File: config.mk
export PLATFORM = sky130hd
export DESIGN_NAME = lprf_ram
export DESIGN_NICKNAME = d
export VERILOG_FILES = /design/src/rtl/lprf_ram.sv
export SDC_FILE = /design/constraint.sdc
export NUM_CORES = 1
export LEC_CHECK = 0
export ABC_AREA = 1
export ABC_CLOCK_PERIOD_IN_PS = 1600
export BUFFER_PORTS_ARGS = -buffer_cell sky130_fd_sc_hd__buf_4
export CORE_AREA = 3 3 110 112
export DETAILED_ROUTE_END_ITERATION = 8
export DIE_AREA = 0 0 113 115
export PLACE_DENSITY = 0.71
export SLEW_MARGIN = 20
export SYNTH_ARGS = -nofsm -noshare
export SYNTH_HDL_FRONTEND = slang
export SYNTH_SLANG_ARGS = --single-unit
export TNS_END_PERCENT = 10
File: constraint.sdc
create_clock -name i_clk -period 1.6 [get_ports i_clk]
set_input_delay 0.48 -clock i_clk [delete_from_list [all_inputs] [get_ports i_clk]]
set_output_delay 0.48 -clock i_clk [all_outputs]
set_load 0.02 [all_outputs]
File: src/rtl/lprf_ram.sv
// Generic single-write, single-read synchronous RAM with registered read data.
// No dependencies; read during write to the same address returns the old data.
`timescale 1ns / 1ps

module lprf_ram #(
    parameter int WIDTH = 8,
    parameter int DEPTH = 16
) (
    input  logic                             i_clk,
    input  logic                             i_wr_en,
    input  logic [$clog2(DEPTH > 1 ? DEPTH : 2)-1:0] i_wr_addr,
    input  logic [WIDTH-1:0]                 i_wr_data,
    input  logic [$clog2(DEPTH > 1 ? DEPTH : 2)-1:0] i_rd_addr,
    output logic [WIDTH-1:0]                 o_rd_data
);

    logic [WIDTH-1:0] r_mem [DEPTH];
    logic [WIDTH-1:0] r_rd_data;

    always_ff @(posedge i_clk) begin
        if (i_wr_en) begin
            r_mem[i_wr_addr] <= i_wr_data;
        end
        r_rd_data <= r_mem[i_rd_addr];
    end

    assign o_rd_data = r_rd_data;

endmodule

* Word-level counts from Yosys, hierarchy flattened
Memories as Yosys holds them, arrays and structs flattened. A register that Yosys moved wholly into a read port is not among the register bits. Index checks and enable logic that the tools add are counted.
Storage, ports and cells: logic and storage cells 3, bits in writable memories 128, output and inout port bits 8, memories 1, input port bits 18, register bits 0
Cells by class: mux-type cells 2
Memories:
- r_mem | depth 16, width 8, read ports 1, clocked after Yosys merged registers in 1, wr ports 1, line 17 | logic [WIDTH-1:0] r_mem [DEPTH];
Operators by type and width (number):
- 2-to-1 mux 1 bit | 2

* Longest topological paths before layout
Gate-level depths: netlist (run 1).
depth after elaboration 2, gate-level depth with buffers 8, gate-level depth less buffers 7

* Worst setup path after synthesis (run 1)
No wires, ideal clock.
path kind input -> register, from input port i_wr_addr[2] (netlist bit), to memory r_mem[10][0] (enable), arrival time 1.061 ns, path slack 0.169 ns, required time 1.230 ns, library setup time 0.370 ns, buffers on the path 0, cell stages on the path 2, path through nand3b_1 nor2_1
RTL lines:
- start, declared | line 11 | input logic [$clog2(DEPTH > 1 ? DEPTH : 2)-1:0] i_wr_addr,
- end, declared | line 17
Straight into the memory's write port.

* Worst setup path in the final report (run 1)
from register r_rd_data[4], in the netlist o_rd_data[4] (read register of r_mem), to output port o_rd_data[4]
RTL lines:
- start, declared | line 18 | logic [WIDTH-1:0] r_rd_data;
- end, declared | line 14 | output logic [WIDTH-1:0] o_rd_data
No word-level cell between the ends.

==> impl_metrics.ini, run 1 <==
[outcome]
status = finished clean

[clock_tree]
cts_buffers = 17
cts_hold_buf = 0
post_cts_buffers = 0
cts_tree = yes
clockRootBuffer = clkbuf_16
cts_resized = 0
clk_latency_ps = 410
clock_sinks = 136
h-tree-depth = 4
cts_buffer_depth = 2
clk_pin_slew_worst_paths_ps = 60

[final_layout]
final_nets = 613
seq_area_um2 = 4000
fin_util = 0.603
num_antenna_cells = 0
n_fill_cell = 914
final_common_cell = nand2_1
syn_to_final_growth_pct = 18.3
stdcell_area_um2 = 6820
layout_common_cells = nand2_1 (173), edfxtp_1 (128), inv_1 (100), nand3_1 (97), buf_4 (44)
drive_gt1_frac = 0.137
final_cells = 751
multi_input_area_um2 = 1210

[die]
die_w_um = 113
die_area_um2 = 13000
fp-row-count = 39
start_util = 0.509
coreArea_um2 = 11300
ios = 26
die_height_um = 115

[route]
drc = 0
wl_met3_um = 892
detailroute.via_count = 3872
first_pass_iters = 6
wl_um = 12700
dr_wl_met2_um = 6180
post_drt_wl_per_cell_um = 16.9
first_iter_violations = 399
ant_nets = 0
avgViaCountPerCell = 5.16
wl_met1_um = 5310
routed.top_layer = met4

[sta]
skew_ps = 9.23
slew_headroom = 0.777
slew_violations = 0
finalHoldViolations = 0
setup_violations = 0
rsz0062_at_grt = no
tightest_slew_ps = 334
worst_slack_ps = 189
fin_crit_sh = 0.882
finalCriticalPeriod_ps = 1410
timing.fmax_mhz = 709

[logic_synthesis]
synth.avg_cell_area_um2 = 10.5
synthMuxAreaShare = 0
yosys_register_bits = 136
synthDistinctLibCells = 12
synth-adder-area-share = 0
synthSimpleGateAreaFrac = 0.210
synth_compound_area_frac = 0
synthCells = 551
syn_area_um2 = 5770
ys_warn_count = 0
yosysTopAreaCell = edfxtp_1
synth_top_family_by_area = simple AND/OR/NAND/NOR gates
synthXorXnorAreaFrac = 0
syn-num-nets = 569
synth_top_cell_area_share = 0.667
ys_seq_area_frac = 0.694
synthTopCellsByArea = edfxtp_1 (67%), nand2_1 (11%), nand3_1 (8.4%)

[worst_setup_path]
crit_arrival_ps = 930
reg2regPathDepth = 6
r2r-end = o_rd_data[5]
critical_path.max_stage_delay_ps = 370
crit_end = o_rd_data[4]
crit_path_start_kind = register
cp_max_fo = 1
crit_type = register to output pin
cp-startpoint = o_rd_data[4]
rrSetupSlack_ps = 580
critical_path.top_delay_family = flip-flops
cp_slowest_cell = dfxtp_1
cp_num_buf_inv = 1
reg2reg_from = r_mem[1][5]
crit_required_ps = 1120
path_cells = buf_4
worstSetupPathDepth = 1
cp-end-kind = output pin

[placement]
place.gp.congestion = 0.804
dp_slack_ps = -4.54
hpwl_um = 7860
dp_cells = 719
port_buffers = 25
placed_area_um2 = 6210

[power]
p_per_area_nw_per_um2 = 1250
p_leak_nw = 2.97
total_power_mw = 8.53
ir_drop_uv = 696

[global_routing]
grt_pass1_vias = 3830
grt_first_pass_wirelength_um = 20300
grt_antenna_before_repair = 0
track_usage = 0.211
grt_start_max_net_pins = 33
grt-ovfl-total = 0

[worst_hold_path]
min_path_type = input port to register
holdPathStages = 1

[run]
max-cap-violations = 0
-- stage by stage --
| stage | hold slack, ps | TNS (ps) |
|---|---|---|
| floorplan | 579 | 0 |
| global placement | 641 | 0 |
| detailed placement | 656 | -4.54 |
| CTS | 387 | 0 |
| global route | 402 | 0 |
| finish | 397 | 0 |
-- cells in the mapped netlist (all sizes together) --
| library cell | count |
|---|---|
| inv | 102 |
| buf | 24 |
| nand3b | 2 |
| nor2 | 17 |
| nand3 | 97 |
| dfxtp | 8 |
| nand2 | 173 |
| edfxtp | 128 |
-- routing by layer --
metal / up-vias / global-route usage
li1: 1863 / -
met1: 1816 / 0.275
met2: 166 / 0.336
met3: 27 / 0.0511
met4: 0 / 0.0978
met5: - / 0
-- cells by family (layout without fill, tap and decap cells) --
kind of cell / Yosys count / after routing
flops: 136 / 136
simple gates: 289 / 289
buf+inv: 126 / 183
-- state kept, by name (all words and copies together) (netlist names) --
| name | count |
|---|---|
| o_rd_data | 8 |
| r_mem | 128 |
-- how the worst min path moves through the flow --
stage,slack [ps],startpoint,endpoint
final,400,i_wr_data[1],r_mem[5][1]
after global routing,400,i_rd_addr[3],o_rd_data[6]
after CTS,390,i_wr_data[1],r_mem[5][1]
after detailed placement,660,r_mem[7][2],o_rd_data[2]
after global placement,640,r_mem[6][2],o_rd_data[2]
after floorplan,580,i_wr_data[0],r_mem[0][0]
-- final cells by class --
cell class	count	area share
clock inverter	14	0.0255
inverter	102	0.0561
clock buffer	18	0.0644
timing repair buffer	49	0.0631
multi-input combinational	289	0.178
tap	143	0.0262
sequential	136	0.587
-- where the power goes --
group | internal [mW] | leakage [nW] | switching, mW
Combinational | 0.186 | 1.46 | 0.368
Sequential | 3.98 | 1.22 | 0.0260
Clock | 2.50 | 0.289 | 1.46
Note: power is estimated with default switching activity, not from simulation.
==> run 2: changes to the inputs <==
SETUP_SLACK_MARGIN = 0.4   (was unset)
==> run 2 against run 1 <==
Effect of this change:
- fmax up 4.4%
- via count decreased by 2.7%
- worst hold slack got worse by 11 ps
- cell count is the same
- setup slack improved by 60 ps
- die area unchanged
- non-clock buffer count unchanged
- routed wire length fell by 3.6%
- critical path type unchanged
- highest routed layer unchanged
==> impl_metrics.ini, run 2 (same netlist as run 1, synthesis figures left out) <==
[worst_hold_path]
min_from = i_rd_addr[3]
holdPathStages = 3
min_path_type = input port to register
whs_endpoint = o_rd_data[4]

[die]
die_w_um = 113
start_util = 0.509
ios = 26
coreArea_um2 = 11300
fp-row-count = 39
die_height_um = 115
die_area_um2 = 13000

[sta]
finalSetupTns_ps = 0
slew_headroom = 0.749
slew_violations = 0
tightest_slew_ps = 376
skew_ps = 6.72
fin_crit_sh = 0.845
timing.fmax_mhz = 740
worst_slack_ps = 248
finalHoldViolations = 0
finalCriticalPeriod_ps = 1350
rsz0062_at_grt = yes
setup_violations = 0

[final_layout]
syn_to_final_growth_pct = 20.2
largest_reg_flops = 128
top_register = r_mem
seq_area_um2 = 4010
num_antenna_cells = 0
final_common_cell = nand2_1
n_fill_cell = 896
final_nets = 613
layout_common_cells = nand2_1 (173), edfxtp_1 (128), inv_1 (100), nand3_1 (97), buf_4 (43)
drive_gt1_frac = 0.163
stdcell_area_um2 = 6930
multi_input_area_um2 = 1250

[clock_tree]
post_cts_buffers = 0
cts_buffers = 17
cts_buffer_depth = 2
clockRootBuffer = clkbuf_16
clk_pin_slew_worst_paths_ps = 60
cts_hold_buf = 0
clk_latency_ps = 410
clock_sinks = 136
h-tree-depth = 4
cts_tree = yes

[global_routing]
grt_first_pass_wirelength_um = 19400
grt_antenna_before_repair = 0
grt_pass1_vias = 3687
track_usage = 0.201
grt-ovfl-total = 0
grt_start_max_net_pins = 41

[worst_setup_path]
rrSetupSlack_ps = 570
r2r-end = o_rd_data[0]
crit_required_ps = 1120
critical_path.max_stage_delay_ps = 320
cp_max_fo = 1
crit_type = register to output pin
reg2reg_from = r_mem[2][0]
path_cells = buf_4
crit_path_start_kind = register
cp_num_buf_inv = 1
cp_slowest_cell = dfxtp_1
reg2regPathDepth = 6
critical_path.top_delay_family = flip-flops
cp-end-kind = output pin
crit_arrival_ps = 870

[placement]
place.gp.congestion = 0.824
hpwl_um = 7850
placed_area_um2 = 6250
port_buffers = 25
dp_slack_ps = 18.7

[route]
wl_um = 12200
ant_nets = 0
first_iter_violations = 241
drc = 0
detailroute.via_count = 3767
avgViaCountPerCell = 5.02
first_pass_iters = 5
post_drt_wl_per_cell_um = 16.3

[run]
max-cap-violations = 0

[power]
total_power_mw = 8.98
p_leak_nw = 3.00
ir_drop_uv = 944
p_per_area_nw_per_um2 = 1290

[outcome]
status = finished clean
[run 2: changes by cell type in the layout (fill, tap and decap cells not counted), sizes merged]
| cell | before | now |
|---|---|---|
| clkbuf | 18 | 20 |
| bufinv | 3 | 6 |
| inv | 104 | 102 |
| clkinv | 5 | 3 |
| clkinvlp | 4 | 3 |
[run 2: tightest hold or removal path, stage by stage]
cell and delay, ps:
buf_4 150, nand3_1 90, nand2_1 50
[run 2: per-stage QoR]
| stage | hold slack [ps] | cells | utilization |
|---|---|---|---|
| global route | 396 | 751 | 0.612 |
| floorplan | 579 | 551 | - |
| CTS | 373 | 751 | 0.612 |
| global placement | 652 | 719 | 0.552 |
| detailed placement | 656 | 719 | 0.552 |
| finish | 386 | 751 | 0.612 |
[run 2: final cells by class]
class / count / share of cell area
Sequential cell: 136 / 0.578
Multi-Input combinational cell: 289 / 0.181
Clock buffer: 20 / 0.0659
Timing Repair Buffer: 49 / 0.0626
Inverter: 102 / 0.0552
Clock inverter: 12 / 0.0319
Tap cell: 143 / 0.0258
[run 2: worst max path at each step]
stage                 startpoint            to  slack [ps]  cells after the start
global route        o_rd_data[1]  o_rd_data[1]         210                      1
detailed placement  i_wr_addr[3]   r_mem[4][3]          20                      3
global placement    i_wr_addr[3]   r_mem[4][2]          60                      3
CTS                 o_rd_data[1]  o_rd_data[1]         230                      1
floorplan           i_wr_addr[2]  r_mem[10][0]         250                      2
finish              o_rd_data[2]  o_rd_data[2]         250                      1
[run 2: timing repair]
action | in CTS | in global routing
setup endpoints to repair | 8 | 8
resized for setup | 2 | 0
cloned | 0 | 0
[run 2: layer usage]
metal  GRT usage  vias to the layer above  part of all wire
li1            -                     1860                 -
met2       0.336                      109              0.51
met1       0.258                     1779              0.42
met3      0.0453                       19             0.048
met5           0                        -                 0
met4      0.0801                        0             0.023
[run 2: power breakdown]
| part | internal, mW | switching (mW) | total, mW | leakage, nW |
|---|---|---|---|---|
| Combinational | 0.190 | 0.367 | 0.557 | 1.46 |
| Clock | 3.00 | 1.41 | 4.41 | 0.322 |
| Sequential | 3.98 | 0.0241 | 4.01 | 1.22 |
