**config.mk**
```make
export PLATFORM = sky130hd
export DESIGN_NAME = lprf_cfg
export DESIGN_NICKNAME = d
export VERILOG_FILES = /design/src/rtl/lprf_pkg.sv /design/src/rtl/lprf_cfg.sv
export SDC_FILE = /design/constraint.sdc
export NUM_CORES = 1
export LEC_CHECK = 0
export ABC_AREA = 1
export BUFFER_PORTS_ARGS = -buffer_cell sky130_fd_sc_hd__clkbuf_2
export CORE_MARGIN = 5
export CORE_UTILIZATION = 48
export DETAILED_ROUTE_END_ITERATION = 10
export PLACE_DENSITY_LB_ADDON = 0.2
export SLEW_MARGIN = 20
export SYNTH_ARGS = -nofsm -noshare
export SYNTH_HDL_FRONTEND = slang
export SYNTH_SLANG_ARGS = --single-unit
```
**constraint.sdc**
```tcl
create_clock -name i_clk -period 1.7 [get_ports i_clk]
set_input_delay 0.17 -clock i_clk [delete_from_list [all_inputs] [get_ports i_clk]]
set_output_delay 0.17 -clock i_clk [all_outputs]
set_load 0.1 [all_outputs]
```
**src/rtl/lprf_pkg.sv**
```systemverilog
// Package for the longest pixel run finder.
// Holds sizes, register indexes and the structs passed between modules; no dependencies.
`timescale 1ns / 1ps

package lprf_pkg;

    localparam int MAX_ROWS = 1024;
    localparam int MAX_COLS = 1024;
    localparam int ROW_W    = (MAX_ROWS > 1) ? $clog2(MAX_ROWS) : 1;
    localparam int COL_W    = (MAX_COLS > 1) ? $clog2(MAX_COLS) : 1;
    localparam int CNT_W    = 11;
    localparam int LEN_W    = 11;
    localparam int POS_W    = 10;
    localparam int CFG_IDX_W = 2;

    localparam logic [CFG_IDX_W-1:0] REG_ROW_COUNT = 2'd0;
    localparam logic [CFG_IDX_W-1:0] REG_COL_COUNT = 2'd1;
    localparam logic [CFG_IDX_W-1:0] REG_DIRECTION = 2'd2;

    localparam int OUT_DATA_W = 56;

    typedef struct packed {
        logic [ROW_W-1:0] rows_m1;
        logic [COL_W-1:0] cols_m1;
        logic             dir;
    } t_cfg;

    typedef struct packed {
        logic             set;
        logic [ROW_W-1:0] row;
        logic [COL_W-1:0] col;
        logic             dir;
        logic             last;
    } t_pix;

endpackage

```
**src/rtl/lprf_cfg.sv**
```systemverilog
// Configuration registers: image size (stored clamped, minus one) and run direction.
// Depends on lprf_pkg.
`timescale 1ns / 1ps

module lprf_cfg (
    input  logic                          i_clk,
    input  logic                          i_rst_n,
    input  logic                          i_cfg_valid,
    output logic                          o_cfg_ready,
    input  logic [lprf_pkg::CFG_IDX_W-1:0] i_cfg_index,
    input  logic [lprf_pkg::CNT_W-1:0]    i_cfg_data,
    output lprf_pkg::t_cfg                o_cfg
);
    import lprf_pkg::*;

    t_cfg r_cfg;
    t_cfg n_cfg;
    logic [ROW_W-1:0] rows_m1;
    logic [COL_W-1:0] cols_m1;

    always_comb begin
        if (i_cfg_data == '0) begin
            rows_m1 = '0;
        end else if (32'(i_cfg_data) > 32'(MAX_ROWS)) begin
            rows_m1 = ROW_W'(MAX_ROWS - 1);
        end else begin
            rows_m1 = ROW_W'(i_cfg_data - CNT_W'(1));
        end
        if (i_cfg_data == '0) begin
            cols_m1 = '0;
        end else if (32'(i_cfg_data) > 32'(MAX_COLS)) begin
            cols_m1 = COL_W'(MAX_COLS - 1);
        end else begin
            cols_m1 = COL_W'(i_cfg_data - CNT_W'(1));
        end
    end

    always_comb begin
        n_cfg = r_cfg;
        if (i_cfg_valid) begin
            case (i_cfg_index)
                REG_ROW_COUNT: n_cfg.rows_m1 = rows_m1;
                REG_COL_COUNT: n_cfg.cols_m1 = cols_m1;
                REG_DIRECTION: n_cfg.dir     = i_cfg_data[0];
                default:       n_cfg         = r_cfg;
            endcase
        end
    end

    always_ff @(posedge i_clk) begin
        if (!i_rst_n) begin
            r_cfg <= '0;
        end else begin
            r_cfg <= n_cfg;
        end
    end

    assign o_cfg_ready = 1'b1;
    assign o_cfg       = r_cfg;

endmodule

```
After elaboration in Yosys (flattened, before gate mapping). Cells that the tools add are included.

Flip-flop bits (word level): 21. Output and inout bits: 22. Logic and storage cells: 14.

Add/subtract/negate cells: 1. Order comparisons: 1. Equal/unequal tests: 2. Mux-type cells: 2. Reductions and logical operators: 5.

Operators by type and width (number): 10-bit two-way mux (2); 11-bit > comparator (second input constant) (1); 11-bit logical NOT (1); 10-bit by 1-bit subtractor with 10-bit output (second input constant) (1); 2-bit AND reduction (3); 2-bit by 1-bit == test with 1-bit output (second input constant) (1); 2-bit == test (second input constant) (1); 2-bit logical NOT (1).

Depth between registers and ports, before layout. Gate-level depths: netlist (run 1).

Word-level depth: 3. Gate-level depth with buffers: 10. Mapped depth without buffers: 10.

Least setup slack after synthesis (run 1). OpenSTA, ideal clock, no wires.

Path type: reg2reg. Start: register, netlist name o_cfg[10]. End: register r_cfg, in the netlist o_cfg[10]. Setup time: 0.071 ns. Data arrival time: 1.245 ns. Slack: 0.384 ns. Stages on the path, launching flop included: 3. Path buffers: 0. Cells stage by stage: dfxtp_1 o21ai_0 a21oi_1.

RTL lines: to (signal assigned) (line lprf_cfg.sv:54) `r_cfg <= n_cfg;`; to (decl) (line lprf_cfg.sv:16) `t_cfg r_cfg;`.

Final worst setup path (run 1).
Start: register r_cfg, in the netlist o_cfg[6]. End: output port o_cfg[6] (netlist name).

RTL lines: to (decl) (line lprf_cfg.sv:12) `output lprf_pkg::t_cfg o_cfg`.

No word-level cell between the ends.

==> out/summary.txt, run 1 <==
Final ANT Viol Nets: 0
Largest net degree at the start of global routing: 21
Largest cells by area after synthesis: dfxtp_1, nand2_1, o21ai_0
Post-CTS Resized: 0
Status: finished, final reports clean
Power Dens Cells: 869 mW/mm^2
Num ports: 38
WL per Instance: 11.5 um
RR Startpoint: o_cfg[6]
Initial Util: 0.497
Final Hold Vio Count: 0
Placeable Area: 0.00217 sq mm
RSZ-0062 raised after global routing: false
Syn nets: 175
Height of the chip: 57.4 um
Vias per Instance: 5.13
Syn avg cell area: 6.83 sq um
CP Buf/Inv Count: 1
Setup TNS: 0 ps
Place WS: 152 ps
Number of buffers created by CTS: 3
Htree depth: 1
Number of synthesized flops with an enable pin: 0
CTS root buf: clkbuf_4
Switching power total: 464 uW
P_leak: 0.686 nW
First DRT Iteration DRCs: 27
First-pass iteration count of the detailed router: 4
Hold-fix buffers, CTS: 0
Top delay family on crit path: buffers and inverters
Combinational power share: 0.317
Vias in the first global route: 1,112
Most common cell after layout, fill and taps aside: clkbuf_2
Hpwl dp: 2.00 mm
YS warnings: 0
Layout area overhead: 21.0%
Worst-margin pin slew: 548 ps
All-Layer GR Usage: 0.166
Ys flop type: dfxtp_1
WS Path Type: reg -> out
Worst Setup End Kind: output port
Fin nets: 212
Final total power: 1.13 mW
CTS tree: built
Slew HR: 0.636
I/O Buffers: 36
Tcrit/Tclk final: 0.771
Clock buffer depth: 2
Clock slew at reported path FFs: 120 ps
Crit path arrival time: 1140 ps
Max incr delay on CP: 460 ps
Max frequency: 0.763 GHz
DIE WIDTH: 57.4 um
HP Start: i_cfg_valid
Register area share after synthesis: 0.390
Max Cap Violations: 0
Max FFs per register: 21
Slowest CP cell: clkbuf_2
Initial antenna violation count: 0
Sink Count: 21
Max-slew violation count: 0
Largest area contributor in the netlist: dfxtp_1
Flop pwr share: 0.467
Cell Int Power: 671 uW
DRC: 0
Min Tclk post-route: 1310 ps
Worst Clk Skew: 0 ps
Die Area: 0.00329 sq mm
Hold crit path type: in -> reg
Post-Synthesis Cell Area: 0.00108 sq mm
Synth cell types: 23
VDD IR max: 0.720 mV
Most frequent cells in the layout: clkbuf_2, nand2_1, dfxtp_1, o21ai_0
Setup WS post-layout: 390 ps
CP required: 1530 ps
Post-synth top area share: 0.390
Crit path max fanout: 2
GPL Wtd Cong: 0.923
Vias: 1,139
Hold slack: 140 ps
Startpoint Class: flip-flop
Skew-Pair Late Insertion Delay: 310 ps
#FFs+latches synth: 21
Clock power share: 0.216
Asr flop ratio synth: 0
Fraction of layout cells with a size suffix above 1: 0.268
Sw Share: 0.409
First-pass GRT wire length: 4.48 mm
Post-detailed-routing wire length: 2.56 mm
CP startpoint: o_cfg[6]
Antenna fix cells: 0
Final Setup Violations: 0
Total global routing overflow: 0
Post-CTS Setup Bufs: 0
Core Rows: 17
Ordered list of cells on the worst path: clkbuf_2
Gate Count Post-Synth: 158
==> kinds of logic (layout without fill, tap and decap cells) <==
kind of cell    Yosys count  count (layout)  synth area share
flops                    21              21             0.390
other cells               1               1           0.00348
xor+xnor                  1               1           0.00812
fa+ha+maj                 1               1            0.0116
compound gates           37              37             0.172
buf+inv                  24              60            0.0916
simple gates             73              73             0.324
==> path summary, 6_finish.rpt <==
kind | end | slack (ps) | cells past startpoint
max | o_cfg[6] | 390 | 1
min reg2reg | o_cfg[0] | 460 | 2
max reg2reg | o_cfg[6] | 1010 | 2
min | o_cfg[0] | 140 | 3
==> Yosys cell counts (2+ instances only) <==
cell / count
buf_2: 4
nand3_1: 15
nor2_1: 17
o21ai_0: 20
nor2_2: 3
dfxtp_1: 21
inv_1: 17
nand2_1: 29
a21oi_1: 17
nor3_1: 2
==> power by group through the flow <==
stage | clock network [mW] | logic (mW) | registers [mW]
global route | 0.274 | 0.385 | 0.533
CTS | 0.252 | 0.362 | 0.530
global placement | 0 | 0.357 | 0.540
finish | 0.245 | 0.360 | 0.530
detailed placement | 0 | 0.361 | 0.541
floorplan | 0 | 0.101 | 0.729
==> cell type report <==
cell class              count  area, sq um
fillers                   224          865
multi-input cells         113          559
flip-flops and latches     21          420
repair buffers             38          195
inverters                  18         67.6
well taps                  28         35.0
clock buffers               3         22.5
clock inverters             1         5.00
==> through the flow <==
step                      std cells  instance area (sq um)  utilization
final                           222                   1310        0.601
after global routing            222                   1310        0.601
after CTS                       222                   1310        0.601
after detailed placement        218                   1280        0.589
after global placement          218                   1280        0.589
after floorplan                 158                   1080            -
==> worst register-to-register path: stages (launching register included) <==
cell and delay [ps]:
dfxtp_1 340, o21ai_0 190, a21oi_1 60
==> routing by layer <==
metal  up-vias  share of wire  GRT usage
li1        587              -          -
met1       517           0.44      0.199
met2        31           0.49      0.290
met3         4          0.060     0.0339
met4         0          0.012     0.0563
met5         -              0          0
No activity file was read; power rests on OpenSTA's default activity.
==> run 2: changes to the inputs <==
--- a/config.mk
+++ b/config.mk
@@ -5,7 +5,7 @@
 export SDC_FILE = /design/constraint.sdc
 export NUM_CORES = 1
 export LEC_CHECK = 0
-export ABC_AREA = 1
+export ABC_AREA = 0
 export BUFFER_PORTS_ARGS = -buffer_cell sky130_fd_sc_hd__clkbuf_2
 export CORE_MARGIN = 5
 export CORE_UTILIZATION = 48
==> constraint.sdc (replaced) <==
create_clock -name i_clk -period 1.3 [get_ports i_clk]
set_input_delay 0.13 -clock i_clk [delete_from_list [all_inputs] [get_ports i_clk]]
set_output_delay 0.13 -clock i_clk [all_outputs]
set_load 0.1 [all_outputs]
==> run 2 against run 1 <==
Non-clock buffer count is 21 higher. Global-route usage increased by 1.9 points. Design area is 18% higher. Worst setup slack worse by 380 ps. Clock power increased by 34%. Critical path depth up 7. Sequential power up 32%. Hold slack better by 29 ps. Sequential share of layout area decreased by 3.9 points. Critical endpoint is now o_cfg[2]. Highest routed layer unchanged.
==> out/summary.txt, run 2 <==
Place WS: -292 ps
Worst Clk Skew: 0 ps
Max frequency: 0.775 GHz
All-Layer GR Usage: 0.185
Vias in the first global route: 1,097
Top-count cell post-synth: dfxtp_1
Max-slew violation count: 0
Total global routing overflow: 0
WL per Instance: 13.9 um
Post-Synthesis Cell Area: 0.00108 sq mm
Simple-Gate Fraction of Synth Area: 0.218
Final ANT Viol Nets: 0
Fraction of layout cells with a size suffix above 1: 0.470
Antenna fix cells: 0
Die Area: 0.00331 sq mm
Clock slew at reported path FFs: 120 ps
Synth Area in Compound Gates: 0.241
Fill cells: 180
VDD IR max: 0.831 mV
Initial Util: 0.495
Hold-fix buffers, CTS: 0
Htree depth: 1
Syn avg cell area: 8.53 sq um
Min Tclk post-route: 1290 ps
#FFs+latches synth: 21
Crit path arrival time: 1540 ps
Crit path max fanout: 5
Layout area overhead: 42.4%
Main combinational cell family by area after synthesis: compound AO/OA/AOI/OAI gates
Final Hold Vio Count: 0
CTS root buf: clkbuf_4
DRC: 0
P_leak: 0.687 nW
Startpoint Class: input port
Post-detailed-routing wire length: 2.91 mm
Vias per Instance: 5.48
Number of buffers created by CTS: 3
XOR/XNOR share of the synthesized area: 0.0242
Mux cell area share after synthesis: 0.0231
Most frequent cells in the layout: buf_4, clkbuf_2, dfxtp_2, o21ai_0, a21oi_1
CTS tree: built
Placeable Area: 0.00219 sq mm
GPL Wtd Cong: 0.900
Final std cells w/o fill: 209
Num ports: 38
Hpwl dp: 2.20 mm
Post-synthesis adder-cell area fraction: 0.0393
Slew HR: 0.642
Ys flop type: dfxtp_1
Skew-Pair Late Insertion Delay: 310 ps
Most common cell after layout, fill and taps aside: buf_4
Initial antenna violation count: 0
CP required: 1550 ps
Final Setup Violations: 0
Largest area contributor in the netlist: dfxtp_1
Status: finished, final reports clean
R2r setup slk: 590 ps
I/O Buffers: 36
Max FFs per register: 21
Sink Count: 21
Clock buffer depth: 2
Post-Place Cells: 203
Number of synthesized flops with an enable pin: 0
WS Path Type: in -> reg
Vias: 1,146
Final core occ: 0.704
Post-synth top cells: dfxtp_1, a21oi_1, o21ai_0
DIE WIDTH: 57.5 um
RSZ-0062 raised after global routing: true
Largest net degree at the start of global routing: 26
First-pass iteration count of the detailed router: 4
First DRT Iteration DRCs: 20
Height of the chip: 57.5 um
Core Rows: 17
YS warnings: 0
Gate Count Post-Synth: 127
Syn nets: 144
Worst Setup End Kind: flip-flop
Fin nets: 199
Hold crit path type: in -> reg
Post-synth top area share: 0.388
Register area share after synthesis: 0.388
First-pass GRT wire length: 4.89 mm
Max Cap Violations: 0
Asr flop ratio synth: 0
Largest cells by area after synthesis: dfxtp_1, a21oi_1, o21ai_0
Synth cell types: 38
Power Dens Cells: 1020 mW/mm^2
Tcrit/Tclk final: 0.992
Worst-margin pin slew: 539 ps
Final total power: 1.58 mW
Setup WS post-layout: 10.0 ps
## run 2: changes by cell type in the layout (fill, tap and decap cells not counted), sizes merged, moves of 8 or more
cell,before,now
buf,2,43
clkbuf,39,19
inv,18,6
nand2,31,11
nand3,16,6
nor2,21,7
o21ai,20,12
## run 2: final cells by class
| class | instances | area [sq um] | share of cell area |
|---|---|---|---|
| repair buffers | 59 | 403 | 0.261 |
| flip-flops and latches | 21 | 437 | 0.283 |
| well taps | 28 | 35.0 | 0.0227 |
| clock buffers | 3 | 22.5 | 0.0146 |
| clock inverters | 1 | 5.00 | 0.00324 |
| multi-input cells | 91 | 618 | 0.401 |
| inverters | 6 | 22.5 | 0.0146 |
## run 2: power breakdown
part           internal [mW]  total (mW)  switching, mW
combinational          0.150       0.551          0.401
clock                  0.115       0.328          0.213
sequential             0.682       0.699         0.0168
## run 2: layer usage
| layer | track usage | wire [um] |
|---|---|---|
| met2 | 0.316 | 1420 |
| met4 | 0.0662 | 41 |
| met1 | 0.225 | 1270 |
| met3 | 0.0407 | 177 |
| met5 | 0 | 0 |
## run 2: metrics by stage
stage / area, sq um / hold WS [ps] / setup TNS [ps]
2_1_floorplan: 1100 / 274 / -17.0
3_3_place_gp: 1490 / 459 / -3240
3_5_place_dp: 1490 / 468 / -3930
4_1_cts: 1520 / 166 / 0
5_1_grt: 1540 / 197 / -87.5
6_report: 1540 / 168 / 0
## run 2: repair_timing
action | in CTS | in global routing
setup buffers | 0 | 2
gates resized for setup | 0 | 3
endpoints found under the setup margin | 0 | 6
## run 2: logic make-up after synthesis
kind of cell	Yosys count
AND/OR/NAND/NOR	39
flip-flops	21
AO/OA/AOI/OAI	42
adder cells (fa/ha/maj)	4
XOR/XNOR	3
buffers and inverters	15
multiplexers	2
other	1
## run 2: worst paths after layout
check / startpoint / to / cells after the start
setup / recovery: i_cfg_data[0] / o_cfg[2] / 8
hold / removal: i_cfg_valid / o_cfg[0] / 4
setup reg to reg: o_cfg[5] / o_cfg[5] / 2
hold reg to reg: o_cfg[10] / o_cfg[10] / 2
## run 2: worst max-delay path, cell delays in order
cell	delay, ps
clkbuf_2	110
inv_1	50
ha_1	210
nor4b_4	150
buf_4	150
and3_4	190
maj3_1	390
a21oi_1	150
==> run 3: changes to the inputs <==
--- a/config.mk
+++ b/config.mk
@@ -7,8 +7,10 @@
 export LEC_CHECK = 0
 export ABC_AREA = 0
 export BUFFER_PORTS_ARGS = -buffer_cell sky130_fd_sc_hd__clkbuf_2
+export CELL_PAD_IN_SITES_DETAIL_PLACEMENT = 0
+export CELL_PAD_IN_SITES_GLOBAL_PLACEMENT = 1
 export CORE_MARGIN = 5
-export CORE_UTILIZATION = 48
+export CORE_UTILIZATION = 35
 export DETAILED_ROUTE_END_ITERATION = 10
 export PLACE_DENSITY_LB_ADDON = 0.2
 export SLEW_MARGIN = 20
==> run 3 against run 2 <==
Combinational power decreased by 2%. Total power fell by 2.6%. Worst setup slack gained 5.5 ps. Non-clock buffer count fell by 5. Sequential share of layout area is 0.56 points higher. Sequential power barely moved. Largest power group unchanged.
==> out/summary.txt, run 3 (synthesized netlist as in run 2, its figures left out) <==
Status: finished, final reports clean
Die Area: 0.00431 sq mm
Fill cells: 310
Hold-fix buffers, CTS: 0
Sequential standard cell area: 437 sq um
Number of buffers created by CTS: 3
GPL Wtd Cong: 0.851
Place WS: -273 ps
Clock slew at reported path FFs: 110 ps
Largest net degree at the start of global routing: 26
Crit path arrival time: 1510 ps
Final total power: 1.54 mW
VDD IR max: 0.700 mV
RR Startpoint: o_cfg[3]
Worst reg2reg path depth: 2
Initial antenna violation count: 0
Max FFs per register: 21
Vias in the first global route: 1,056
Num ports: 38
Vias: 1,101
Max-slew violation count: 0
Hpwl dp: 2.30 mm
Final ANT Viol Nets: 0
R2r setup slk: 590 ps
Initial Util: 0.361
P_leak: 0.660 nW
Tcrit/Tclk final: 0.988
Reg2reg end: o_cfg[3]
Setup TNS: 0 ps
Antenna fix cells: 0
Power Dens Cells: 1020 mW/mm^2
Core Rows: 20
Final Setup Violations: 0
Sink Count: 21
First-pass iteration count of the detailed router: 4
Startpoint Class: input port
Max frequency: 0.779 GHz
First DRT Iteration DRCs: 31
Most frequent cells in the layout: buf_4, clkbuf_2, dfxtp_2, o21ai_0
Worst Setup End Kind: flip-flop
Worst Clk Skew: 0 ps
Post-detailed-routing wire length: 2.87 mm
Total global routing overflow: 0
Fin nets: 194
I/O Buffers: 36
Min Tclk post-route: 1280 ps
CP required: 1530 ps
Height of the chip: 65.6 um
Vias per Instance: 5.27
Max Cap Violations: 0
Layout area overhead: 39.6%
Most common cell after layout, fill and taps aside: buf_4
Clock buffer depth: 2
Setup WS post-layout: 15.5 ps
Fraction of layout cells with a size suffix above 1: 0.455
Crit path max fanout: 8
WS Path Type: in -> reg
CTS tree: built
DRC: 0
DIE WIDTH: 65.6 um
Final Hold Vio Count: 0
Hold crit path type: in -> reg
Min-Delay Endpoint: o_cfg[0]
All-Layer GR Usage: 0.139
RSZ-0062 raised after global routing: true
Htree depth: 1
HP Start: i_cfg_data[0]
First-pass GRT wire length: 4.77 mm
Multi-input gate area: 618 sq um
Hold Path Stages: 3
WL per Instance: 13.8 um
Skew-Pair Late Insertion Delay: 290 ps
Placeable Area: 0.00300 sq mm
CTS root buf: clkbuf_4
-- run 3: cell count changes in the layout (fill, tap and decap cells not counted), sizes merged --
| cell | change |
|---|---|
| buf | -4 |
| clkinv | -1 |
-- run 3: layout make-up --
class / instances / share of cell area
well taps: 33 / 0.0273
multi-input cells: 91 / 0.409
inverters: 6 / 0.0149
flip-flops and latches: 21 / 0.289
clock buffers: 4 / 0.0174
repair buffers: 54 / 0.243
-- run 3: metrics by stage --
step | hold WS [ps] | area, sq um | util | instances
after floorplan | 274 | 1100 | - | 127
after global placement | 422 | 1470 | 0.488 | 204
after detailed placement | 434 | 1470 | 0.488 | 204
after CTS | 111 | 1490 | 0.497 | 208
after global routing | 117 | 1510 | 0.504 | 209
final | 116 | 1510 | 0.504 | 209
-- run 3: power breakdown --
| part | internal (mW) | switching, mW |
|---|---|---|
| clock network | 0.119 | 0.181 |
| logic | 0.142 | 0.396 |
| registers | 0.682 | 0.0170 |
| total | 0.943 | 0.594 |
-- run 3: routing by layer --
layer | global-route usage | up-vias | part of all wire
li1 | - | 565 | -
met1 | 0.164 | 507 | 0.41
met2 | 0.248 | 27 | 0.53
met3 | 0.0427 | 2 | 0.054
met4 | 0.0259 | 0 | 0.0049
met5 | 0 | - | 0
-- run 3: worst max-delay path by stage --
| stage | endpoint | from | slack [ps] | cells past startpoint |
|---|---|---|---|---|
| global route | o_cfg[1] | i_cfg_data[0] | -30 | 8 |
| CTS | o_cfg[7] | i_cfg_data[0] | 40 | 7 |
| detailed placement | o_cfg[7] | i_cfg_data[0] | -270 | 7 |
| global placement | o_cfg[5] | i_cfg_data[0] | -220 | 9 |
| finish | o_cfg[1] | i_cfg_data[0] | 20 | 8 |
| floorplan | o_cfg[7] | o_cfg[7] | -20 | 2 |
-- run 3: what timing repair did --
item | 4_1_cts | 5_1_grt
endpoints found under the setup margin | 0 | 11
hold endpoints to repair | 0 | 0
setup buffers | 0 | 1
gates resized for setup | 0 | 4
-- run 3: worst max-delay path, stage by stage --
cell and delay, ps:
clkbuf_2 110, inv_1 50, ha_1 200, nor4b_4 130, buf_4 160, and3_4 190
maj3_1 390, a21oi_2 150
