File: src/rtl/lprf_pkg.sv
// Package for the longest pixel run finder.
// Holds sizes, register indexes and the structs passed between modules; no dependencies.
`timescale 1ns / 1ps

package lprf_pkg;

    localparam int MAX_ROWS = 1024;
    localparam int MAX_COLS = 1024;
    localparam int ROW_W    = (MAX_ROWS > 1) ? $clog2(MAX_ROWS) : 1;
    localparam int COL_W    = (MAX_COLS > 1) ? $clog2(MAX_COLS) : 1;
    localparam int CNT_W    = 11;
    localparam int LEN_W    = 11;
    localparam int POS_W    = 10;
    localparam int CFG_IDX_W = 2;

    localparam logic [CFG_IDX_W-1:0] REG_ROW_COUNT = 2'd0;
    localparam logic [CFG_IDX_W-1:0] REG_COL_COUNT = 2'd1;
    localparam logic [CFG_IDX_W-1:0] REG_DIRECTION = 2'd2;

    localparam int OUT_DATA_W = 56;

    typedef struct packed {
        logic [ROW_W-1:0] rows_m1;
        logic [COL_W-1:0] cols_m1;
        logic             dir;
    } t_cfg;

    typedef struct packed {
        logic             set;
        logic [ROW_W-1:0] row;
        logic [COL_W-1:0] col;
        logic             dir;
        logic             last;
    } t_pix;

endpackage

File: src/rtl/lprf_track.sv
// Run tracking stage: read-modify-write of the column store, best-run update and result register.
// Depends on lprf_pkg; drives the write port of the column store RAM.
`timescale 1ns / 1ps

module lprf_track (
    input  logic                          i_clk,
    input  logic                          i_rst_n,
    input  logic                          i_valid,
    input  lprf_pkg::t_pix                i_pix,
    output logic                          o_ready,
    output logic                          o_hold,
    input  logic [lprf_pkg::COL_W-1:0]    i_rd_addr,
    input  logic [lprf_pkg::LEN_W-1:0]    i_rd_data,
    output logic                          o_wr_en,
    output logic [lprf_pkg::COL_W-1:0]    o_wr_addr,
    output logic [lprf_pkg::LEN_W-1:0]    o_wr_data,
    output logic                          o_m_tvalid,
    input  logic                          i_m_tready,
    // run_length, start_row, start_col, end_row, end_col, zero fill
    output logic [lprf_pkg::OUT_DATA_W-1:0] o_m_tdata,
    // found
    output logic                          o_m_tuser
);
    import lprf_pkg::*;

    logic             r_valid;
    t_pix             r_pix;
    logic             r_fwd_hit;
    logic [LEN_W-1:0] r_fwd_data;
    logic [LEN_W-1:0] r_run_len;
    logic [COL_W-1:0] r_run_start;
    logic [LEN_W-1:0] r_best_len;
    logic [ROW_W-1:0] r_best_row;
    logic [COL_W-1:0] r_best_col;
    logic             r_out_valid;
    logic [OUT_DATA_W-1:0] r_out_data;
    logic             r_out_found;

    logic             done;
    logic [LEN_W-1:0] col_prev;
    logic [LEN_W-1:0] run_base;
    logic [LEN_W-1:0] n_run_len;
    logic [COL_W-1:0] n_run_start;
    logic [LEN_W-1:0] vert_len;
    logic             offer_en;
    logic [LEN_W-1:0] offer_len;
    logic [ROW_W-1:0] offer_row;
    logic [COL_W-1:0] offer_col;
    logic             better;
    logic [LEN_W-1:0] n_best_len;
    logic [ROW_W-1:0] n_best_row;
    logic [COL_W-1:0] n_best_col;
    logic [POS_W-1:0] end_row;
    logic [POS_W-1:0] end_col;
    logic [LEN_W-1:0] len_m1;

    assign done    = r_valid && (!r_pix.last || !r_out_valid || i_m_tready);
    assign o_ready = !r_valid || done;
    assign o_hold  = r_valid && !done;

    assign col_prev = r_fwd_hit ? r_fwd_data : i_rd_data;

    always_comb begin
        run_base    = (r_pix.col == '0) ? '0 : r_run_len;
        n_run_len   = r_run_len;
        n_run_start = r_run_start;
        vert_len    = '0;
        offer_en    = 1'b0;
        offer_len   = '0;
        offer_row   = r_pix.row;
        offer_col   = r_pix.col;
        if (!r_pix.dir) begin
            if (r_pix.set) begin
                if (run_base == '0) begin
                    n_run_start = r_pix.col;
                end
                n_run_len = run_base + LEN_W'(1);
                offer_en  = 1'b1;
                offer_len = n_run_len;
                offer_col = n_run_start;
            end else begin
                n_run_len = '0;
            end
        end else begin
            if (r_pix.set) begin
                vert_len  = (r_pix.row == '0) ? LEN_W'(1) : col_prev + LEN_W'(1);
                offer_en  = 1'b1;
                offer_len = vert_len;
                offer_row = ROW_W'(LEN_W'(r_pix.row) + LEN_W'(1) - vert_len);
            end
        end
    end

    assign better = offer_en && (offer_len > r_best_len ||
        (offer_len == r_best_len && (offer_row < r_best_row ||
        (offer_row == r_best_row && offer_col < r_best_col))));

    assign n_best_len = better ? offer_len : r_best_len;
    assign n_best_row = better ? offer_row : r_best_row;
    assign n_best_col = better ? offer_col : r_best_col;

    assign len_m1  = n_best_len - LEN_W'(1);
    assign end_row = r_pix.dir ? POS_W'(LEN_W'(n_best_row) + len_m1) : POS_W'(n_best_row);
    assign end_col = r_pix.dir ? POS_W'(n_best_col) : POS_W'(LEN_W'(n_best_col) + len_m1);

    assign o_wr_en   = done && r_pix.dir;
    assign o_wr_addr = r_pix.col;
    assign o_wr_data = vert_len;

    always_ff @(posedge i_clk) begin
        if (!i_rst_n) begin
            r_valid     <= 1'b0;
            r_out_valid <= 1'b0;
            r_fwd_hit   <= 1'b0;
            r_run_len   <= '0;
            r_run_start <= '0;
            r_best_len  <= '0;
            r_best_row  <= '0;
            r_best_col  <= '0;
        end else begin
            r_fwd_hit <= o_wr_en && (o_wr_addr == i_rd_addr);
            if (o_ready) begin
                r_valid <= i_valid;
            end
            if (r_out_valid && i_m_tready) begin
                r_out_valid <= 1'b0;
            end
            if (done) begin
                if (r_pix.last) begin
                    r_out_valid <= 1'b1;
                    r_run_len   <= '0;
                    r_run_start <= '0;
                    r_best_len  <= '0;
                    r_best_row  <= '0;
                    r_best_col  <= '0;
                end else begin
                    r_run_len   <= n_run_len;
                    r_run_start <= n_run_start;
                    r_best_len  <= n_best_len;
                    r_best_row  <= n_best_row;
                    r_best_col  <= n_best_col;
                end
            end
        end
    end

    always_ff @(posedge i_clk) begin
        r_fwd_data <= o_wr_data;
        if (o_ready && i_valid) begin
            r_pix <= i_pix;
        end
        if (done && r_pix.last) begin
            if (n_best_len == '0) begin
                r_out_found <= 1'b0;
                r_out_data  <= '0;
            end else begin
                r_out_found <= 1'b1;
                r_out_data  <= {5'd0, end_col, end_row, POS_W'(n_best_col),
                                POS_W'(n_best_row), n_best_len};
            end
        end
    end

    assign o_m_tvalid = r_out_valid;
    assign o_m_tdata  = r_out_data;
    assign o_m_tuser  = r_out_found;

endmodule

File: config.mk
export PLATFORM = sky130hd
export DESIGN_NAME = lprf_track
export DESIGN_NICKNAME = d
export VERILOG_FILES = /design/src/rtl/lprf_pkg.sv /design/src/rtl/lprf_track.sv
export SDC_FILE = /design/constraint.sdc
export NUM_CORES = 1
export LEC_CHECK = 0
export ABC_CLOCK_PERIOD_IN_PS = 9660
export BUFFER_PORTS_ARGS = -buffer_cell sky130_fd_sc_hd__clkbuf_2
export CELL_PAD_IN_SITES_DETAIL_PLACEMENT = 0
export CELL_PAD_IN_SITES_GLOBAL_PLACEMENT = 1
export CORE_ASPECT_RATIO = 0.6
export CORE_MARGIN = 5
export CORE_UTILIZATION = 45
export DETAILED_ROUTE_END_ITERATION = 8
export PLACE_DENSITY_LB_ADDON = 0.08
export SLEW_MARGIN = 10
export SYNTH_ARGS = -nofsm -noshare
export SYNTH_HDL_FRONTEND = slang
export SYNTH_SLANG_ARGS = --single-unit
File: constraint.sdc
create_clock -name i_clk -period 9.66 [get_ports i_clk]
set_input_delay 0.483 -clock i_clk [delete_from_list [all_inputs] [get_ports i_clk]]
set_output_delay 0.483 -clock i_clk [all_outputs]
set_load 0.02 [all_outputs]
Word level (Yosys, flattened, before mapping):

Index checks and enable logic that the tools add are counted.

* $add $sub $neg: 7
* magnitude comparators: 3
* equal/unequal tests: 4
* muxes and demuxes: 30
* reduce and logical (&&, ||, !) cells: 26

Operators by type and width (count)
* 2-to-1 mux 10 bit: 14
* 2-to-1 mux 11 bit: 11
* adder 11 x 1 -> 11 bit, second input constant: 2
* logical NOT 11 bit: 2
* adder 10 bit: 2
* equality test 10 bit: 2
* logical NOT 10 bit: 2
* less-than comparator 10 bit: 2
* equality test 11 bit: 1
* greater-than comparator 11 bit: 1
* adder 10 x 1 -> 10 bit, second input constant: 1
* logical AND 1 bit: 10
* subtractor 10 x 1 -> 10 bit, second input constant: 1
* subtractor 10 bit: 1
* logical OR 1 bit: 5
* 2-to-1 mux 1 bit: 5
* logical NOT 1 bit: 4
* AND reduction 3 bit: 1
* inequality test 2 bit, second input constant: 1
* AND reduction 2 bit: 1
* nonzero test 2 bit: 1

* register bits: 146
* bits of input ports: 48
* output and inout bits: 82
* logic and storage cells: 87

Longest topological paths before layout:

Gate-level depths: netlist (run 1).

* depth after elaboration: 16
* mapped depth: 39

Worst setup path before layout (run 1):

Ideal clock, no wire load.

* kind: register -> register
* start: reg r_fwd_hit
* end: reg r_out_data[40], in the netlist o_m_tdata[40], data pin
* library setup time: 262 ps
* arrival time: 8458 ps
* data required time: 9398 ps
* setup slack: 941 ps
* cell stages (with the launch flop): 39
* path buffers: 4
* clock period less this slack: 8719 ps
* path through: dfxtp_1 > buf_2 > buf_2 > mux2_2 > ha_1 > and2_1 > ha_1 > inv_1 > ha_1 > fa_1 > a21o_1 > a211oi_1 > nor2_1 > o41ai_1 > xnor3_1 > o21a_1 > or2_2 > ha_1 > (+3 left out) > o21ai_0 > o311a_1 > or2_0 > buf_2 > buf_2 > o21a_1 > ha_1 > inv_1 > ha_1 > a21o_1 > a2111o_1 > a21o_1 > a21oi_1 > o21ai_0 > nand2b_1 > a2111o_1 > nand3_1 > mux2i_1

* longest elaborated chain between the ends: 16
* elaborated cells on any way between the ends: 23
* classes of those cells: 4 x add/sub; 2 x order compare; 2 x eq/ne; 9 x mux; 6 x reduce/logical

RTL lines
* start: declaration: line lprf_track.sv:28 `logic r_fwd_hit;`
* start signal: assignment: line lprf_track.sv:121 `r_fwd_hit <= o_wr_en && (o_wr_addr == i_rd_addr);`
* 2-to-1 mux 11 bit *: line lprf_track.sv:61 `assign col_prev = r_fwd_hit ? r_fwd_data : i_rd_data;`
* adder 11 x 1 -> 11 bit *: line lprf_track.sv:86 `vert_len = (r_pix.row == '0) ? LEN_W'(1) : col_prev + LEN_W'(1);`
* 2-to-1 mux 11 bit *: line lprf_track.sv:86
* branches (longest 13 deep; another with subtractor 10 bit)
* end signal: assignment: line lprf_track.sv:158 `r_out_data <= {5'd0, end_col, end_row, POS_W'(n_best_col),`
* end: declaration: line lprf_track.sv:36 `logic [OUT_DATA_W-1:0] r_out_data;`

Every way passes the cells marked *.
A chain may end at the register's enable or synchronous reset.

Worst setup path in the final report (run 1):

Same ends and word-level chain as after synthesis.

==> impl_metrics.env, run 1 <==
export IMPL_routed_wl_mm=27.1
export IMPL_crit_required_ns=9.94
export IMPL_yosysMostFrequentCell="inv_1"
export IMPL_first_pass_iters=5
export IMPL_synth_edf_count=75
export IMPL_outcome="complete, no violations"
export IMPL_clock_fmax_mhz=111
export IMPL_diodes=0
export IMPL_die_h_um=120
export IMPL_crit_path_frequent_cell="ha_1"
export IMPL_hold_viol_final=0
export IMPL_dp_cells=1368
export IMPL_antenna_found_initial=1
export IMPL_slew_viol_final=0
export IMPL_globalplace_congestion=0.941
export IMPL_yosysWarnings=0
export IMPL_grt_max_degree=56
export IMPL_wl_per_cell_um=19.3
export IMPL_fin_crit_ns=9.00
export IMPL_clockBufferDepth=2
export IMPL_io_buffer_count=124
export IMPL_wl_met2_mm=10.5
export IMPL_setup_viol=0
export IMPL_synthArstFlopShare_pct=0
export IMPL_root_buffer="clkbuf_16"
export IMPL_worst_setup_path_type="reg2reg"
export IMPL_dr_first_iter_drc_count=819
export IMPL_ios=130
export IMPL_ys_flop_type="edfxtp_1"
export IMPL_synth_distinct_cells=77
export IMPL_drive_gt1_share_pct=21.5
export IMPL_crit_path_start_kind="register"
export IMPL_core_area_mm2=0.0200
export IMPL_ys_top_cells_by_area="edfxtp_1 (25%), dfxtp_1 (14%), ha_1 (9.6%), o21ai_0 (3.4%), inv_1 (3.1%)"
export IMPL_clock_latency_ns=0.43
export IMPL_critPathMaxStageDelay_ns=0.44
export IMPL_r2r_start="r_fwd_hit"
export IMPL_irDropWorstVdd_uv=132
export IMPL_wl_met3_mm=1.99
export IMPL_fin_setup_tns_ns=0
export IMPL_vias_per_cell=5.54
export IMPL_cts_buffers=17
export IMPL_pwr_share_comb_pct=34.3
export IMPL_postRouteAntennaNets=0
export IMPL_p_per_area_mw_per_mm2=194
export IMPL_p_switching_w=0.000707
export IMPL_grt_pass1_vias=7410
export IMPL_drv_cap=0
export IMPL_clk_pin_slew_ns=0.06
export IMPL_hp_start="i_pix[7]"
export IMPL_place_ws_ns=0.383
export IMPL_n_fill_cell=1842
export IMPL_drc_errors=0
export IMPL_start_util_pct=45.8
export IMPL_die_area_mm2=0.0234
export IMPL_p_seq_share_pct=33.3
export IMPL_syn2layout_area_growth_pct=17.5
export IMPL_overflow=0
export IMPL_grt_setup_unrepaired="false"
export IMPL_post_route_period_util_pct=93.2
export IMPL_met1Wirelength_mm=14.4
export IMPL_worstMarginPinSlew_ns=1.13
export IMPL_dp_hpwl_mm=20.7
export IMPL_crit_arrival_ns=9.29
export IMPL_hold_class="in2reg"
export IMPL_clock_sinks=141
export IMPL_synthTopCellsByCount="inv_1 (76), edfxtp_1 (75), nor2_1 (71)"
export IMPL_synth_area_mm2=0.00914
export IMPL_grtUsageTotal_pct=23.4
export IMPL_stdcell_count=1401
export IMPL_core_rowCount=40
export IMPL_ys_seq_area_share_pct=39.1
export IMPL_synth_area_leader_cell="edfxtp_1"
export IMPL_p_int_w=0.00138
export IMPL_clock_skew_ns=0.00919
export IMPL_slew_headroom_pct=24.2
export IMPL_synth_area_per_cell_um2=9.23
export IMPL_setup_slack_ns=0.657
export IMPL_syn_inst=991
export IMPL_cts_tree="built"
export IMPL_dr_max_layer_used="met4"
export IMPL_synth_top_area_share_pct=24.6
export IMPL_cp_startpoint="r_fwd_hit"
export IMPL_ys_ff_latch=141
export IMPL_end_kind="register"
export IMPL_p_sw_share_pct=33.9
export IMPL_fin_nets=1236
export IMPL_crit_path_top_delay_cell="a2111o_1"
export IMPL_leakagePower_nw=4.45
export IMPL_die_x_um=194
export IMPL_clockPowerShare_pct=32.4
export IMPL_vias=7766
export IMPL_path_max_fanout=10
export IMPL_h_tree_depth=4
export IMPL_grt_pass1_wl_mm=42.6
## power by group through the flow
stage / Clock, W / Sequential [W] / Combinational, W
2_1_floorplan: 0 / 0.000719 / 0.000488
3_3_place_gp: 0 / 0.000706 / 0.000704
3_5_place_dp: 0 / 0.000706 / 0.000701
4_1_cts: 0.000690 / 0.000694 / 0.000707
5_1_grt: 0.000718 / 0.000697 / 0.000797
6_report: 0.000675 / 0.000695 / 0.000714
## worst max-delay path: cells and delay by family, from the launching register on
kind	cells	cell delay (ns)
adder cells (fa/ha/maj)	5	1.41
AND/OR/NAND/NOR	13	2.74
AO/OA/AOI/OAI	13	3.07
multiplexers	2	0.46
XOR/XNOR	1	0.39
flip-flops	1	0.37
buffers and inverters	2	0.38
## area by class of cell
type                       instances  area (um^2)  share of cell area, %
clock inverter                     8         72.6                  0.675
tap                              273          342                   3.18
clock buffer                      24          537                   5.00
sequential                       141         3570                   33.3
timing repair buffer             158          876                   8.15
multi-input combinational        720         5050                   47.0
inverter                          77          289                   2.69
## worst paths after layout
check	endpoint	slack (ns)	depth (start not counted)
setup / recovery	o_m_tdata[40]	0.66	36
setup reg to reg	o_m_tdata[40]	0.66	36
hold reg to reg	r_best_col[5]	0.53	2
hold / removal	o_wr_addr[5]	0.22	1
## cell usage in the layout (no fill, tap or decap), types with 38 or more instances in the layout
cell type	count
nor2_1	69
dfxtp_1	65
a21oi_1	41
inv_1	76
clkbuf_2	124
ha_1	70
nand2_1	50
edfxtp_1	75
o21ai_0	63
nor2b_1	38
## timing repair
item                                    in CTS  in global routing
endpoints found under the setup margin       0                  4
hold buffers                                 0                  0
resized for setup                            0                  7
buffers inserted                             0                  1
## metrics by stage
stage / hold WS (ns) / total power [W] / area (um^2) / util (%)
finish: 0.219 / 0.00208 / 10700 / 53.8
CTS: 0.200 / 0.00209 / 10700 / 53.6
floorplan: 0.490 / 0.00121 / 9160 / -
global route: 0.198 / 0.00221 / 10700 / 53.8
detailed placement: 0.523 / 0.00141 / 10100 / 50.5
global placement: 0.511 / 0.00141 / 10100 / 50.5
## routing by layer
metal / up-vias / track usage (%)
met3: 8 / 4.93
met4: 0 / 5.14
li1: 3814 / -
met1: 3682 / 37.3
met2: 262 / 32.1
met5: - / 0
## cells by family (layout without fill, tap and decap cells)
logic type | count (synthesis) | in the layout | synth area share [%]
simple gates | 335 | 335 | 19.5
fa+ha+maj | 73 | 73 | 10.2
flops | 141 | 141 | 39.1
buf+inv | 134 | 267 | 6.42
xor+xnor | 42 | 42 | 4.17
mux | 36 | 36 | 4.30
compound gates | 229 | 229 | 16.3
other cells | 1 | 5 | 0.0410
## state kept, by name, indices dropped and copies added, names as in the netlist
name and count:
o_m_tdata 51, o_m_tuser 1, o_m_tvalid 1, o_wr_addr 10, r_best_col 10, r_best_len 11, r_best_row 10, r_fwd_data 11
r_fwd_hit 1, r_pix 13, r_run_len 11, r_run_start 10, r_valid 1
Power figures use the tool's default switching activity.
==> run 2: changes to the inputs <==
--- a/config.mk
+++ b/config.mk
@@ -5,13 +5,14 @@
 export SDC_FILE = /design/constraint.sdc
 export NUM_CORES = 1
 export LEC_CHECK = 0
+export ABC_AREA = 1
 export ABC_CLOCK_PERIOD_IN_PS = 9660
 export BUFFER_PORTS_ARGS = -buffer_cell sky130_fd_sc_hd__clkbuf_2
 export CELL_PAD_IN_SITES_DETAIL_PLACEMENT = 0
 export CELL_PAD_IN_SITES_GLOBAL_PLACEMENT = 1
 export CORE_ASPECT_RATIO = 0.6
 export CORE_MARGIN = 5
-export CORE_UTILIZATION = 45
+export CORE_UTILIZATION = 25
 export DETAILED_ROUTE_END_ITERATION = 8
 export PLACE_DENSITY_LB_ADDON = 0.08
 export SLEW_MARGIN = 10
==> run 2 against run 1 <==
Cell count is 28% higher. First-iteration DRC count decreased by 53%. Sequential power fell by 0.9%. Synthesized area shrank 1.5%. Clock skew is essentially flat. Clock power increased by 4.1%. Register-to-register slack gained 0.62 ns. Clock-buffer cell count down 6. Routed wire length grew 11%. Die area up 71%. Combinational power fell by 15%. Largest cell class unchanged.
==> impl_metrics.env, run 2 <==
export IMPL_outcome="complete, no violations"
export IMPL_synth_top_area_share_pct=25.0
export IMPL_most_common_layout_cells="nand2_1 (303), inv_1 (187), clkbuf_2 (124)"
export IMPL_h_tree_depth=4
export IMPL_routed_wl_mm=30.0
export IMPL_die_h_um=157
export IMPL_met1Wirelength_mm=16.5
export IMPL_crit_path_top_delay_cell="dfxtp_2"
export IMPL_ios=130
export IMPL_fin_crit_ns=8.39
export IMPL_die_x_um=255
export IMPL_hold_class="in2reg"
export IMPL_synth_simple_area_share_pct=24.0
export IMPL_synth_compound_area_share_pct=12.9
export IMPL_synth_edf_count=75
export IMPL_cts_setup_buffers=0
export IMPL_synth_top_family_by_area="simple AND/OR/NAND/NOR gates"
export IMPL_syn_inst=1191
export IMPL_root_buffer="clkbuf_16"
export IMPL_clock_fmax_mhz=119
export IMPL_core_rowCount=53
export IMPL_wl_met2_mm=12.2
export IMPL_grt_max_degree=55
export IMPL_clock_latency_ns=0.44
export IMPL_synth_xor_area_share_pct=1.26
export IMPL_io_buffer_count=124
export IMPL_yosysWarnings=0
export IMPL_vias_per_cell=4.37
export IMPL_fin_setup_tns_ns=0
export IMPL_synthArstFlopShare_pct=0
export IMPL_wl_met3_mm=1.01
export IMPL_critPathMaxStageDelay_ns=0.46
export IMPL_drv_cap=0
export IMPL_synthAdderAreaFrac_pct=10.4
export IMPL_holdWs_ns=0.213
export IMPL_crit_arrival_ns=8.58
export IMPL_grtUsageTotal_pct=15.0
export IMPL_worstMarginPinSlew_ns=1.00
export IMPL_cts_buffers=17
export IMPL_synth_area_leader_cell="edfxtp_1"
export IMPL_dp_hpwl_mm=23.0
export IMPL_grt_pass1_vias=7740
export IMPL_end_kind="register"
export IMPL_ys_seq_area_share_pct=39.7
export IMPL_final_common_cell="nand2_1"
export IMPL_synthTopCellsByCount="nand2_1 (303), inv_1 (188), nor2_1 (105)"
export IMPL_synth_distinct_cells=54
export IMPL_grt_setup_unrepaired="false"
export IMPL_drc_errors=0
export IMPL_critPathBufInv=11
export IMPL_globalplace_congestion=0.837
export IMPL_core_area_mm2=0.0353
export IMPL_clockBufferDepth=2
export IMPL_clk_pin_slew_ns=0.07
export IMPL_drive_gt1_share_pct=16.8
export IMPL_ys_flop_type="edfxtp_1"
export IMPL_clock_skew_ns=0.00877
export IMPL_die_area_mm2=0.0401
export IMPL_stdcell_count=1792
export IMPL_start_util_pct=25.5
export IMPL_cts_tree="built"
export IMPL_slew_headroom_pct=32.8
export IMPL_postRouteAntennaNets=0
export IMPL_antenna_found_initial=0
export IMPL_synth_area_mm2=0.00901
export IMPL_leakagePower_nw=4.89
export IMPL_path_max_fanout=21
export IMPL_overflow=0
export IMPL_yosysMostFrequentCell="nand2_1"
export IMPL_grt_pass1_wl_mm=45.8
export IMPL_synth_mux_area_share_pct=0.805
export IMPL_dp_cells=1758
export IMPL_crit_family="simple AND/OR/NAND/NOR gates"
export IMPL_n_fill_cell=3908
export IMPL_wl_per_cell_um=16.7
export IMPL_setup_viol=0
export IMPL_place_ws_ns=0.792
export IMPL_crit_path_frequent_cell="nor2_1"
export IMPL_ys_top_cells_by_area="edfxtp_1 (25%), dfxtp_1 (15%), nand2_1 (13%), ha_1 (9.7%), inv_1 (7.8%)"
export IMPL_p_per_area_mw_per_mm2=186
export IMPL_worst_setup_path_type="reg2reg"
export IMPL_largest_reg_flops=51
export IMPL_post_route_period_util_pct=86.8
export IMPL_first_pass_iters=4
export IMPL_hold_viol_final=0
export IMPL_ys_ff_latch=141
export IMPL_vias=7824
export IMPL_dr_first_iter_drc_count=382
export IMPL_syn2layout_area_growth_pct=19.3
export IMPL_dr_max_layer_used="met4"
export IMPL_clock_sinks=141
export IMPL_irDropWorstVdd_uv=127
export IMPL_synth_area_per_cell_um2=7.56
export IMPL_crit_required_ns=9.86
export IMPL_fin_nets=1432
export IMPL_crit_path_start_kind="register"
export IMPL_setup_slack_ns=1.27
export IMPL_slew_viol_final=0
==> run 2: cell count changes in the layout (fill, tap and decap cells not counted), moves of 21 or more <==
cell / delta
nand2_1: +253
inv_1: +111
a21oi_1: +47
nor2b_1: -38
nor2_1: +35
nor3_1: -30
a22oi_1: -27
and2_1: -27
mux2_2: -21
==> run 2: final timing paths <==
| check | start | to | slack [ns] | cells after the start |
|---|---|---|---|---|
| setup / recovery | r_fwd_hit | o_m_tdata[50] | 1.27 | 61 |
| setup reg to reg | r_fwd_hit | o_m_tdata[50] | 1.27 | 61 |
| hold / removal | i_pix[0] | r_pix[0] | 0.21 | 1 |
| hold reg to reg | r_best_len[9] | r_best_len[9] | 0.46 | 2 |
==> run 2: cell families after synthesis <==
kind of cell | Yosys count
XOR/XNOR | 13
multiplexers | 7
other | 1
AND/OR/NAND/NOR | 507
flip-flops | 141
buffers and inverters | 241
adder cells (fa/ha/maj) | 73
AO/OA/AOI/OAI | 208
==> run 2: power breakdown <==
part / switching [W] / internal, W
Combinational: 0.000408 / 0.000197
Sequential: 0.0000137 / 0.000675
Clock: 0.000275 / 0.000427
Total: 0.000697 / 0.00130
==> run 2: timing repair <==
action                                  CTS  global route
resized for setup                         0             3
hold buffers                              0             0
endpoints found under the setup margin    0             7
==> run 2: layout make-up <==
cell class	instances	area, um^2	area share (%)
Multi-Input combinational cell	814	4500	41.8
Sequential cell	141	3570	33.2
Timing Repair Buffer	143	763	7.10
Inverter	194	728	6.77
Tap cell	467	584	5.43
Clock buffer	18	429	3.99
Clock inverter	14	174	1.62
Antenna cell	1	2.50	0.0233
==> run 2: routing by layer <==
| metal | track usage, % | vias up |
|---|---|---|
| met3 | 3.06 | 10 |
| met5 | 0 | - |
| met1 | 23.1 | 3616 |
| met4 | 2.59 | 0 |
| met2 | 21.9 | 99 |
| li1 | - | 4099 |
==> run 2: metrics by stage <==
stage | cell area, um^2 | utilization, % | total power (W)
after floorplan | 9020 | - | 0.00111
after global placement | 10100 | 28.7 | 0.00131
after detailed placement | 10100 | 28.7 | 0.00130
after CTS | 10700 | 30.4 | 0.00202
after global routing | 10700 | 30.5 | 0.00213
final | 10800 | 30.5 | 0.00200
==> run 2: worst reg2reg max path, delay by kind of cell (launching register included) <==
kind / cells / cell delay, ns
adder cells (fa/ha/maj): 5 / 1.52
buffers and inverters: 11 / 0.98
AND/OR/NAND/NOR: 37 / 3.98
AO/OA/AOI/OAI: 8 / 1.19
flip-flops: 1 / 0.46
